### src/rtl/wma_pkg.sv
// shared types and constants for the windowed moving average block
package wma_pkg;

  localparam int unsigned CMD_W     = 2;
  localparam int unsigned TS_W      = 32;
  localparam int unsigned MAX_AGE_W = 16;
  localparam int unsigned WIN_W     = 5;
  localparam int unsigned APB_AW    = 3;
  localparam int unsigned APB_DW    = 32;

  // register index taken from paddr[2]
  localparam logic REG_MAX_AGE    = 1'b0;
  localparam logic REG_WINDOW_LEN = 1'b1;

  typedef enum logic [CMD_W-1:0] {
    CMD_UPDATE = 2'd0,
    CMD_CHECK  = 2'd1,
    CMD_CLEAR  = 2'd2
  } cmd_e;

  typedef enum logic [5:0] {
    S_IDLE = 6'b000001,
    S_SUM  = 6'b000010,
    S_ABS  = 6'b000100,
    S_DIV  = 6'b001000,
    S_FIX  = 6'b010000,
    S_DONE = 6'b100000
  } state_e;

endpackage

### src/rtl/windowed_moving_average_with_timeout_top.sv
// top level of the windowed moving average with data-age timeout
//
// Each input transfer carries a command in s_axis_tuser (update, time check or clear) and
// gives exactly one output transfer with the current average and the valid flag, after the
// command took effect. An update with window_len 0 passes the sample through; otherwise the
// sample is written into a ring store of DEPTH entries and the average is the mean of the
// newest fill_q entries, truncated toward zero; the fill count grows with each such update up
// to the window, is reset by a clear or a timed-out check and is kept when the window shrinks.
// The averaging update runs through one shared adder under a small sequencer: it reads and
// accumulates the stored samples (one ram read per cycle), takes the magnitude, runs a
// restoring division (one quotient bit per cycle), restores the sign and hands the result to
// the output register. A pass-through update, a time check or a clear goes straight to the
// hand-over. s_axis_tready is low while a command is in work. The output register lets a new
// command start while the previous result waits. The store needs no clearing after reset:
// only entries written since the last clear are ever read.
module windowed_moving_average_with_timeout_top
  import wma_pkg::*;
#(
  parameter int unsigned DEPTH        = 16,
  parameter int unsigned SAMPLE_WIDTH = 24,
  localparam int unsigned IN_DW  = ((SAMPLE_WIDTH + TS_W + 7) / 8) * 8,
  localparam int unsigned OUT_DW = ((SAMPLE_WIDTH + 7) / 8) * 8
) (
  input  logic              clk_i,
  input  logic              rst_ni,
  // command stream
  input  logic              s_axis_tvalid,
  output logic              s_axis_tready,
  input  logic [IN_DW-1:0]  s_axis_tdata,  // sample, timestamp, zero pad
  input  logic [CMD_W-1:0]  s_axis_tuser,  // command
  // result stream
  output logic              m_axis_tvalid,
  input  logic              m_axis_tready,
  output logic [OUT_DW-1:0] m_axis_tdata,  // average, zero pad
  output logic              m_axis_tuser,  // valid_res
  // configuration
  input  logic              psel,
  input  logic              penable,
  input  logic              pwrite,
  input  logic [APB_AW-1:0] paddr,
  input  logic [APB_DW-1:0] pwdata,
  output logic [APB_DW-1:0] prdata,
  output logic              pready
);

  localparam int unsigned SW  = SAMPLE_WIDTH;
  localparam int unsigned PW  = $clog2(DEPTH);      // store address
  localparam int unsigned CW  = $clog2(DEPTH + 1);  // fill count, holds DEPTH
  localparam int unsigned IW  = CW + 1;             // signed start index math
  localparam int unsigned AW  = SW + CW;            // exact sum and quotient register
  localparam int unsigned XW  = AW + 1;             // shared adder
  localparam int unsigned DCW = $clog2(AW + 1);     // divide step counter

  // payload fields
  logic [SW-1:0]   in_sample;
  logic [TS_W-1:0] in_ts;
  cmd_e            in_cmd;
  logic            in_xfer;
  logic            out_xfer;
  logic            cfg_wr;

  assign in_sample = s_axis_tdata[SW-1:0];
  assign in_ts     = s_axis_tdata[SW+TS_W-1:SW];
  assign in_cmd    = cmd_e'(s_axis_tuser);
  assign in_xfer   = s_axis_tvalid && s_axis_tready;
  assign out_xfer  = m_axis_tvalid && m_axis_tready;
  assign cfg_wr    = psel && penable && pwrite && pready;

  // state
  state_e           state_q, state_d;
  logic [MAX_AGE_W-1:0] max_age_q, max_age_d;
  logic [WIN_W-1:0] win_len_q, win_len_d;
  logic [PW-1:0]    wp_q, wp_d;
  logic [CW-1:0]    fill_q, fill_d;
  logic [SW-1:0]    avg_q, avg_d;
  logic             vset_q, vset_d;
  logic [TS_W-1:0]  last_q, last_d;

  // sequencer working registers
  logic [PW-1:0]    rd_ptr_q, rd_ptr_d;
  logic [CW-1:0]    iss_q, iss_d;
  logic             rd_vld_q, rd_vld_d;
  logic [AW-1:0]    acc_q, acc_d;
  logic [CW-1:0]    rem_q, rem_d;
  logic             neg_q, neg_d;
  logic [DCW-1:0]   div_cnt_q, div_cnt_d;

  // output register
  logic             m_valid_q, m_valid_d;
  logic [SW-1:0]    m_avg_q, m_avg_d;
  logic             m_flag_q, m_flag_d;

  // store port
  logic             ram_we;
  logic             ram_re;
  logic [SW-1:0]    ram_rdata;

  wma_ram #(
    .WIDTH (SW),
    .DEPTH (DEPTH)
  ) u_store (
    .clk_i   (clk_i),
    .we_i    (ram_we),
    .waddr_i (wp_q),
    .wdata_i (in_sample),
    .re_i    (ram_re),
    .raddr_i (rd_ptr_q),
    .rdata_o (ram_rdata)
  );

  // effective window, saturated at the store depth
  logic [CW-1:0] win_eff;
  assign win_eff = (32'(win_len_q) > DEPTH) ? CW'(DEPTH) : CW'(win_len_q);

  // ring bookkeeping for an averaging update
  logic [PW-1:0] wp_next;
  logic [CW-1:0] fill_new;
  logic [IW-1:0] start_diff;
  logic [IW-1:0] start_wrap;
  logic [PW-1:0] start_idx;
  assign wp_next    = (wp_q == PW'(DEPTH - 1)) ? '0 : wp_q + PW'(1);
  assign fill_new   = (fill_q < win_eff) ? fill_q + CW'(1) : fill_q;
  assign start_diff = IW'(wp_next) - IW'(fill_new);
  assign start_wrap = start_diff + IW'(DEPTH);
  assign start_idx  = start_diff[IW-1] ? start_wrap[PW-1:0] : start_diff[PW-1:0];

  // data age, wrapping
  logic [TS_W-1:0] age;
  assign age = in_ts - last_q;

  // shared adder: accumulate, negate or trial subtract
  logic [XW-1:0] op_a;
  logic [XW-1:0] op_b;
  logic          op_cin;
  logic [XW-1:0] add_res;
  logic          trial_neg;

  always_comb begin
    op_a   = '0;
    op_b   = ~{acc_q[AW-1], acc_q};
    op_cin = 1'b1;
    case (state_q)
      S_SUM: begin
        op_a   = {acc_q[AW-1], acc_q};
        op_b   = {{(XW-SW){ram_rdata[SW-1]}}, ram_rdata};
        op_cin = 1'b0;
      end
      S_DIV: begin
        op_a   = XW'({rem_q, acc_q[AW-1]});
        op_b   = ~XW'(fill_q);
        op_cin = 1'b1;
      end
      default: begin
        op_a   = '0;
        op_b   = ~{acc_q[AW-1], acc_q};
        op_cin = 1'b1;
      end
    endcase
  end

  assign add_res   = op_a + op_b + XW'(op_cin);
  assign trial_neg = add_res[XW-1];

  // sequencer
  always_comb begin
    state_d   = state_q;
    max_age_d = max_age_q;
    win_len_d = win_len_q;
    wp_d      = wp_q;
    fill_d    = fill_q;
    avg_d     = avg_q;
    vset_d    = vset_q;
    last_d    = last_q;
    rd_ptr_d  = rd_ptr_q;
    iss_d     = iss_q;
    rd_vld_d  = 1'b0;
    acc_d     = acc_q;
    rem_d     = rem_q;
    neg_d     = neg_q;
    div_cnt_d = div_cnt_q;
    m_valid_d = m_valid_q;
    m_avg_d   = m_avg_q;
    m_flag_d  = m_flag_q;
    ram_we    = 1'b0;
    ram_re    = 1'b0;

    if (cfg_wr) begin
      case (paddr[2])
        REG_MAX_AGE:    max_age_d = pwdata[MAX_AGE_W-1:0];
        REG_WINDOW_LEN: win_len_d = pwdata[WIN_W-1:0];
        default: ;
      endcase
    end

    if (out_xfer) begin
      m_valid_d = 1'b0;
    end

    case (state_q)
      S_IDLE: begin
        if (in_xfer) begin
          state_d = S_DONE;
          case (in_cmd)
            CMD_UPDATE: begin
              last_d = in_ts;
              vset_d = 1'b1;
              if (win_eff == '0) begin
                avg_d = in_sample;
              end else begin
                ram_we   = 1'b1;
                wp_d     = wp_next;
                fill_d   = fill_new;
                rd_ptr_d = start_idx;
                iss_d    = '0;
                acc_d    = '0;
                state_d  = S_SUM;
              end
            end
            CMD_CHECK: begin
              if ((max_age_q != '0) && (age > TS_W'(max_age_q))) begin
                vset_d = 1'b0;
                avg_d  = '0;
                wp_d   = '0;
                fill_d = '0;
              end
            end
            CMD_CLEAR: begin
              vset_d = 1'b0;
              avg_d  = '0;
              wp_d   = '0;
              fill_d = '0;
            end
            default: ;
          endcase
        end
      end
      S_SUM: begin
        // one read issued per cycle, data summed the cycle after
        if (rd_vld_q) begin
          acc_d = add_res[AW-1:0];
        end
        if (iss_q != fill_q) begin
          ram_re   = 1'b1;
          rd_vld_d = 1'b1;
          iss_d    = iss_q + CW'(1);
          rd_ptr_d = (rd_ptr_q == PW'(DEPTH - 1)) ? '0 : rd_ptr_q + PW'(1);
        end else if (!rd_vld_q) begin
          state_d = S_ABS;
        end
      end
      S_ABS: begin
        neg_d     = acc_q[AW-1];
        if (acc_q[AW-1]) begin
          acc_d = add_res[AW-1:0];
        end
        rem_d     = '0;
        div_cnt_d = '0;
        state_d   = S_DIV;
      end
      S_DIV: begin
        // restoring divide, quotient bits shift in behind the dividend
        if (!trial_neg) begin
          rem_d = add_res[CW-1:0];
        end else begin
          rem_d = {rem_q[CW-2:0], acc_q[AW-1]};
        end
        acc_d     = {acc_q[AW-2:0], !trial_neg};
        div_cnt_d = div_cnt_q + DCW'(1);
        if (div_cnt_q == DCW'(AW - 1)) begin
          state_d = S_FIX;
        end
      end
      S_FIX: begin
        avg_d   = neg_q ? add_res[SW-1:0] : acc_q[SW-1:0];
        state_d = S_DONE;
      end
      S_DONE: begin
        if (!m_valid_q || m_axis_tready) begin
          m_valid_d = 1'b1;
          m_avg_d   = avg_q;
          m_flag_d  = vset_q;
          state_d   = S_IDLE;
        end
      end
      default: begin
        state_d = S_IDLE;
      end
    endcase
  end

  // control state
  always_ff @(posedge clk_i or negedge rst_ni) begin
    if (!rst_ni) begin
      state_q   <= S_IDLE;
      max_age_q <= '0;
      win_len_q <= '0;
      wp_q      <= '0;
      fill_q    <= '0;
      avg_q     <= '0;
      vset_q    <= 1'b0;
      last_q    <= '0;
      rd_vld_q  <= 1'b0;
      m_valid_q <= 1'b0;
    end else begin
      state_q   <= state_d;
      max_age_q <= max_age_d;
      win_len_q <= win_len_d;
      wp_q      <= wp_d;
      fill_q    <= fill_d;
      avg_q     <= avg_d;
      vset_q    <= vset_d;
      last_q    <= last_d;
      rd_vld_q  <= rd_vld_d;
      m_valid_q <= m_valid_d;
    end
  end

  // working and payload registers
  always_ff @(posedge clk_i) begin
    rd_ptr_q  <= rd_ptr_d;
    iss_q     <= iss_d;
    acc_q     <= acc_d;
    rem_q     <= rem_d;
    neg_q     <= neg_d;
    div_cnt_q <= div_cnt_d;
    m_avg_q   <= m_avg_d;
    m_flag_q  <= m_flag_d;
  end

  // ports
  assign s_axis_tready = (state_q == S_IDLE);
  assign m_axis_tvalid = m_valid_q;
  assign m_axis_tdata  = OUT_DW'(m_avg_q);
  assign m_axis_tuser  = m_flag_q;
  assign pready        = 1'b1;
  assign prdata        = (paddr[2] == REG_WINDOW_LEN) ? APB_DW'(win_len_q)
                                                      : APB_DW'(max_age_q);

  // fill count never passes the store depth
  assert property (@(posedge clk_i) disable iff (!rst_ni)
    fill_q <= CW'(DEPTH))
    else $error("fill count beyond store depth");

  // partial remainder stays below the divisor
  assert property (@(posedge clk_i) disable iff (!rst_ni)
    (state_q == S_DIV) |-> (rem_q < fill_q))
    else $error("divide remainder out of range");

  // a result appears only when the sequencer hands it over
  assert property (@(posedge clk_i) disable iff (!rst_ni)
    $rose(m_valid_q) |-> $past(state_q == S_DONE))
    else $error("result without finished command");

  // an accepted command holds s_axis_tready low in the cycle after it
  assert property (@(posedge clk_i) disable iff (!rst_ni)
    in_xfer |=> !s_axis_tready)
    else $error("command accepted while busy");

endmodule

### src/rtl/wma_ram.sv
// generic single write port ram with registered read
module wma_ram #(
  parameter int unsigned WIDTH = 24,
  parameter int unsigned DEPTH = 16
) (
  input  logic                     clk_i,
  input  logic                     we_i,
  input  logic [$clog2(DEPTH)-1:0] waddr_i,
  input  logic [WIDTH-1:0]         wdata_i,
  input  logic                     re_i,
  input  logic [$clog2(DEPTH)-1:0] raddr_i,
  output logic [WIDTH-1:0]         rdata_o
);

  logic [WIDTH-1:0] mem_q [DEPTH];
  logic [WIDTH-1:0] rdata_q;

  always_ff @(posedge clk_i) begin
    if (we_i) begin
      mem_q[waddr_i] <= wdata_i;
    end
    if (re_i) begin
      rdata_q <= mem_q[raddr_i];
    end
  end

  assign rdata_o = rdata_q;

endmodule

### config.mk
export PLATFORM = sky130hd
export DESIGN_NAME = windowed_moving_average_with_timeout_top
export DESIGN_NICKNAME = d
export VERILOG_FILES = /design/src/rtl/wma_pkg.sv /design/src/rtl/windowed_moving_average_with_timeout_top.sv /design/src/rtl/wma_ram.sv
export SDC_FILE = /design/constraint.sdc
export NUM_CORES = 1
export LEC_CHECK = 0
export BUFFER_PORTS_ARGS = -buffer_cell sky130_fd_sc_hd__buf_2
export CAP_MARGIN = 30
export CORE_AREA = 2 2 286 288
export CTS_BUF_LIST = sky130_fd_sc_hd__clkbuf_4 sky130_fd_sc_hd__clkbuf_8
export DETAILED_ROUTE_END_ITERATION = 6
export DIE_AREA = 0 0 288 290
export HOLD_SLACK_MARGIN = 0.05
export SKIP_LAST_GASP = 1
export SYNTH_ARGS = -nofsm -noshare
export SYNTH_HDL_FRONTEND = slang
export SYNTH_SLANG_ARGS = --single-unit
### constraint.sdc
create_clock -name clk_i -period 4.6 [get_ports clk_i]
set_input_delay 0.46 -clock clk_i [delete_from_list [all_inputs] [get_ports clk_i]]
set_output_delay 0.46 -clock clk_i [all_outputs]
set_load 0.03 [all_outputs]
Word-level counts from Yosys, hierarchy flattened
Memory sizes are Yosys's and may differ from the RTL's. A register that Yosys moved wholly into a read port is not among the register bits.
Index checks and enable logic that the tools add are counted.
{ "word_totals": {"ff_bits": 169, "ramBits": 384, "input_bits": 100, "out_inout_bits": 60, "wordCells": 151, "n_memories": 1} }
{ "memory_table": {"columns": ["name", "words", "width", "rd", "rd_clocked_by_memory_dff", "wr", "line", "rtl"], "rows": [
  ["u_store.mem_q", 16, 24, 1, 1, 1, "wma_ram.sv:15", "logic [WIDTH-1:0] mem_q [DEPTH];"]
]} }
{ "classes": {"addsub": 10, "n_lt_le_gt_ge": 3, "eq_ne": 27, "muxes": 61, "n_bitwise": 3, "n_reduce_logical": 27} }
{ "ops": {"columns": ["operator", "count"], "rows": [
  ["29-bit two-way mux", 5],
  ["30-bit case mux with 2 select lines", 2],
  ["29-bit case mux with 4 select lines", 1],
  ["24-bit two-way mux", 4],
  ["24-bit case mux with 3 select lines", 1],
  ["24-bit case mux with 2 select lines", 1],
  ["5-bit two-way mux", 9],
  ["6-bit two-way mux", 7],
  ["4-bit two-way mux", 9],
  ["6-bit case mux with 6 select lines", 1],
  ["32-bit by 16-bit > comparator with 1-bit output", 1],
  ["32-bit subtractor", 1],
  ["30-bit by 1-bit adder with 30-bit output", 1],
  ["30-bit adder", 1],
  ["30-bit NOT", 1],
  ["5-bit NOT with 30-bit output", 1],
  ["5-bit case mux with 2 select lines", 3],
  ["5-bit AND reduction", 5],
  ["2-bit inequality test, second input constant", 10],
  ["16-bit two-way mux", 1],
  ["16-bit nonzero test", 1],
  ["5-bit by 1-bit adder with 5-bit output, second input constant", 3],
  ["5-bit case mux with 3 select lines", 1],
  ["1-bit two-way mux", 13],
  ["34 further kinds", 48]
]} }

Longest topological paths before layout
{ "depth": {"word_depth": 11, "ltp_mapped": 21, "depth_no_buf": 20} }

Cells and area by module
A second synthesis with hierarchy kept.
{ "hier_totals": {"hier_cells": 1913, "hier_area_um2": 27306.2} }
{ "by_module_without_submodules": {"columns": ["module", "instances", "cells_each", "area_per_inst_um2", "seq_area_each_um2"], "rows": [
  ["wma_ram", 1, 636, 15170.8, 12251.8],
  ["windowed_moving_average_with_timeout_top", 1, 1277, 12135.4, 4600.7]
]} }

Worst setup path before layout
No wires, ideal clock.
{ "synth_timing": {"path_type": "input to register", "from": "in s_axis_tdata[24]", "to": "reg avg_q[10]", "t_arrival_ns": 4.986, "path_slack_ns": -0.511, "path_stages": 20, "path_buffers": 1, "path_cell_list": "inv_1 ha_1 fa_1 nand2b_1 a21oi_1 o22ai_1 o31ai_1 xor2_1 ha_1 a21oi_1 nand2_1 a221o_1 o31ai_1 o211ai_1 or4_1 nor4_2 a211oi_1 nor2_4 buf_12 mux2_4"} }
{ "synth_via": {"elab_chain_cells": 5} }
{ "synth_rtl": {"columns": ["element", "line", "rtl"], "rows": [
  ["start: declaration", "windowed_moving_average_with_timeout_top.sv:29", "input logic [IN_DW-1:0] s_axis_tdata,"],
  ["32-bit subtractor", "windowed_moving_average_with_timeout_top.sv:129", "assign age = in_ts - last_q;"],
  ["32-bit by 16-bit > comparator with 1-bit output", "windowed_moving_average_with_timeout_top.sv:220", "if ((max_age_q != '0) && (age > TS_W'(max_age_q))) begin"],
  ["1-bit logical AND", "windowed_moving_average_with_timeout_top.sv:220", null],
  ["3-bit inequality test (no line)", null, null],
  ["5-bit AND reduction (no line)", null, null],
  ["end signal: assignment", "windowed_moving_average_with_timeout_top.sv:310", "avg_q <= avg_d;"],
  ["end: declaration", "windowed_moving_average_with_timeout_top.sv:75", "logic [SW-1:0] avg_q, avg_d;"]
]} }
Every way passes these cells.
A chain may end at the register's enable or synchronous reset.

Worst setup path in the final report
{ "layout_timing": {"from": "reg last_q[0]", "to": "reg avg_q[22]"} }
{ "layout_via": {"elab_chain_cells": 5} }
{ "layout_rtl": {"columns": ["element", "line", "rtl"], "rows": [
  ["start: declaration", "windowed_moving_average_with_timeout_top.sv:77", "logic [TS_W-1:0] last_q, last_d;"],
  ["start signal: assignment", "windowed_moving_average_with_timeout_top.sv:312", "last_q <= last_d;"],
  ["32-bit subtractor", "windowed_moving_average_with_timeout_top.sv:129", null],
  ["32-bit by 16-bit > comparator with 1-bit output", "windowed_moving_average_with_timeout_top.sv:220", null],
  ["1-bit logical AND", "windowed_moving_average_with_timeout_top.sv:220", null],
  ["3-bit inequality test (no line)", null, null],
  ["5-bit AND reduction (no line)", null, null]
]} }
Every way passes these cells.

==> impl_metrics.yaml <==
sta:
  fmax_mhz: 202
  rsz0062_at_grt: "yes"
  finalCritPeriodShare_pct: 108
  fin_worst_skew_ns: 0.0467
  finalHoldViolCount: 0
  fin_ws_ns: -0.359
  timing.hold.ws_ns: 0.118
  maxSlewHeadroom_pct: 36.5
  setup_violations: 33
  worstMarginPinSlew_ns: 0.950
  period_minus_slack_ns: 4.96
  maxSlewViolCount: 0
  finalSetupTns_ns: -8.58
logic_synthesis:
  ys.flop_type: "edfxtp_1"
  netlist.top_cell.by_area: "edfxtp_1"
  synth_edf_count: 482
  ys_seq_area_share_pct: 60.3
  syn_inst: 2086
  ys_types: 77
  netlist_area_um2: 28000
  synth_commonest_cells: "edfxtp_1 (482), nand2_1 (137), o21ai_0 (122)"
  yosys_warnings: 0
  ys_top_cells_by_area: "edfxtp_1 (52%), dfrtp_1 (8.4%), ha_1 (4.3%)"
  yosysMostFrequentCell: "edfxtp_1"
  synth_top_cell_area_share_pct: 51.7
  ys_ff_latch: 577
  syn_avg_cell_area_um2: 13.4
  async_flop_share_pct: 16.5
min_path:
  hp-class: "primary input to register"
power_and_ir_drop:
  power_w: 0.0169
  cellLeakagePower_nw: 12.9
  powerDensity_nw_per_um2: 505
  vdd_ir_drop_max_v: 0.000236
placed_design:
  portBuffers: 124
  pre_cts_slack_ns: -0.705
  gp_congestion: 0.881
  dp_hpwl_um: 45700
  placed_area_um2: 30600
critical_path:
  cp_max_fo: 6
  cp.arrival_ns: 5.55
  worstPathRequired_ns: 5.19
  slowest_stage: "or4_4"
  path_cells: "ha_4 > fa_2 > nand2b_4 > a21oi_4 > o22ai_4 > buf_6 > o21bai_1 > a21oi_1 > xnor2_1 > ha_1 > nand4_1 > buf_4 > nor4_4 > nand4_1 > o31ai_2 > o211ai_1 > or4_4 > nor4_4 > a211oi_2 > nor2_4 > buf_12 > buf_16 > mux2_4"
  worst-setup-path-type: "register to register"
  path_delay_family: "simple AND/OR/NAND/NOR gates"
  cpPeakStageDelay_ns: 0.45
  crit_buf_inv: 4
  startpoint_type: "register"
  critPathCaptureType: "register"
drt:
  ant_nets: 0
  drtIter0Drc: 1362
  vias: 18600
  drt-pass1-iter-count: 5
  drc_errors: 0
  post_drt_wl_per_cell_um: 20.4
  viasPerCell: 5.25
  wl_um: 72600
die:
  io_pins: 160
  die_w_um: 288
  dieArea_um2: 83500
  row_count: 104
  initial_core_util_pct: 34.9
  die_h_um: 290
  core_area_um2: 80200
cts:
  worstSkewPairLatency_ns: 0.73
  clock_path_buffers: 3
  ctsRootBufferMaster: "clkbuf_8"
  cts_tree: "done"
  clk_pin_slew_worst_paths_ns: 0.06
  cts_buffers: 95
  cts.sinks: 577
  htreeDepth: 3
grt:
  grt_max_degree: 60
  track_usage_pct: 17.2
  grt-ovfl-total: 0
  grt_pass1_wl_um: 111000
  grt_pass1_vias: 19100
  antenna_found_initial: 8
final_layout:
  nNetsFinal: 2607
  fill_cells: 7435
  syn_to_final_growth_pct: 19.6
  drive_gt1_share_pct: 24.4
  postLayoutCellArea_um2: 33400
job:
  drv_cap: 0
outcome:
  violations: "negative setup slack"
  status: "complete, but fails checks"
[final timing paths]
| check | startpoint | to | slack (ns) | cells past startpoint |
|---|---|---|---|---|
| worst max-delay path | last_q[0]$_DFFE_PN0P_ | avg_q[22]$_DFFE_PN0P_ | -0.36 | 23 |
| worst min-delay path | s_axis_tdata[25] | last_q[1]$_DFFE_PN0P_ | 0.12 | 3 |
| worst max register to register | last_q[0]$_DFFE_PN0P_ | avg_q[22]$_DFFE_PN0P_ | -0.36 | 23 |
| worst min register to register | avg_q[12]$_DFFE_PN0P_ | m_axis_tdata[12]$_DFFE_PP_ | 0.45 | 0 |
| max in group asynchronous | rst_ni | wp_q[1]$_DFFE_PN0P_ | 3.21 | 3 |
| min in group asynchronous | rst_ni | last_q[15]$_DFFE_PN0P_ | 0.39 | 2 |
[cell families after synthesis]
logic type               count (synthesis)  synth area share, %
AO/OA/AOI/OAI                          452                 10.6
XOR/XNOR                                59                 1.85
adder cells (fa/ha/maj)                101                 4.63
buffers and inverters                  193                 2.99
flip-flops                             577                 60.3
multiplexers                           250                 11.8
other                                    2               0.0269
AND/OR/NAND/NOR                        452                 7.91
[layout make-up]
type | instances | area, um^2 | share of cell area, %
Sequential cell | 577 | 16900 | 50.4
Multi-Input combinational cell | 1331 | 10600 | 31.7
Antenna cell | 6 | 15.0 | 0.0449
Clock buffer | 127 | 1570 | 4.70
Tap cell | 1060 | 1330 | 3.97
Clock inverter | 48 | 343 | 1.02
Timing Repair Buffer | 319 | 2410 | 7.20
Inverter | 82 | 320 | 0.958
[metrics by stage]
stage,instances,util [%]
2_1_floorplan,2101,-
3_3_place_gp,3300,38.1
3_5_place_dp,3301,38.2
4_1_cts,3532,41.4
5_1_grt,3549,41.7
6_report,3550,41.7
[timing repair]
action                                 in CTS  in global routing
setup endpoints to repair                  34                 49
endpoints found under the hold margin     115                  0
resized for setup                          19                 26
hold buffers                               50                  0
buffers inserted                            5                 10
pin swaps                                  13                 13
cloned                                      2                  2
[layout by cell type, fill, tap and decap left out, types with 37 or more instances in the layout]
master         count
mux2i_1          107
buf_2            123
inv_1             80
ha_1              95
dfrtp_1           94
clkbuf_8          99
nor2_1           108
o21ai_0          121
nand3_1           37
a21oi_1          111
dlygate4sd3_1     50
buf_4            129
mux4_2            48
mux2_2            70
edfxtp_1         482
and2_1            47
nand2_1          137
[flip-flops by register name (all words and copies together), names as in the netlist, 6 cells and up]
register,cells
last_q,32
m_axis_tdata,24
u_store.rdata_o,24
max_age_q,16
u_store.mem_q,384
avg_q,24
state_q,6
acc_q,29
[layer usage]
layer / track usage, % / share of wire (%)
met1: 22.3 / 43
met3: 3.80 / 6.2
met4: 5.64 / 2.4
met5: 0 / 0.025
met2: 28.3 / 48
[power breakdown]
part / total [W] / internal (W) / switching, W
registers: 0.00657 / 0.00624 / 0.000326
logic: 0.00581 / 0.00260 / 0.00321
clock network: 0.00453 / 0.00238 / 0.00214
total: 0.0169 / 0.0112 / 0.00568
[worst register-to-register path: stages (launching register included)]
cell and delay, ns:
dfrtp_1 0.41, ha_4 0.18, fa_2 0.38, nand2b_4 0.16, a21oi_4 0.18, o22ai_4 0.11, buf_6 0.14, o21bai_1 0.12
a21oi_1 0.09, xnor2_1 0.15, ha_1 0.29, nand4_1 0.10, buf_4 0.17, nor4_4 0.29, nand4_1 0.18, o31ai_2 0.10
o211ai_1 0.12, or4_4 0.45, nor4_4 0.33, a211oi_2 0.13, nor2_4 0.16, buf_12 0.15, buf_16 0.16, mux2_4 0.30
(Power assumes the default switching activity.)
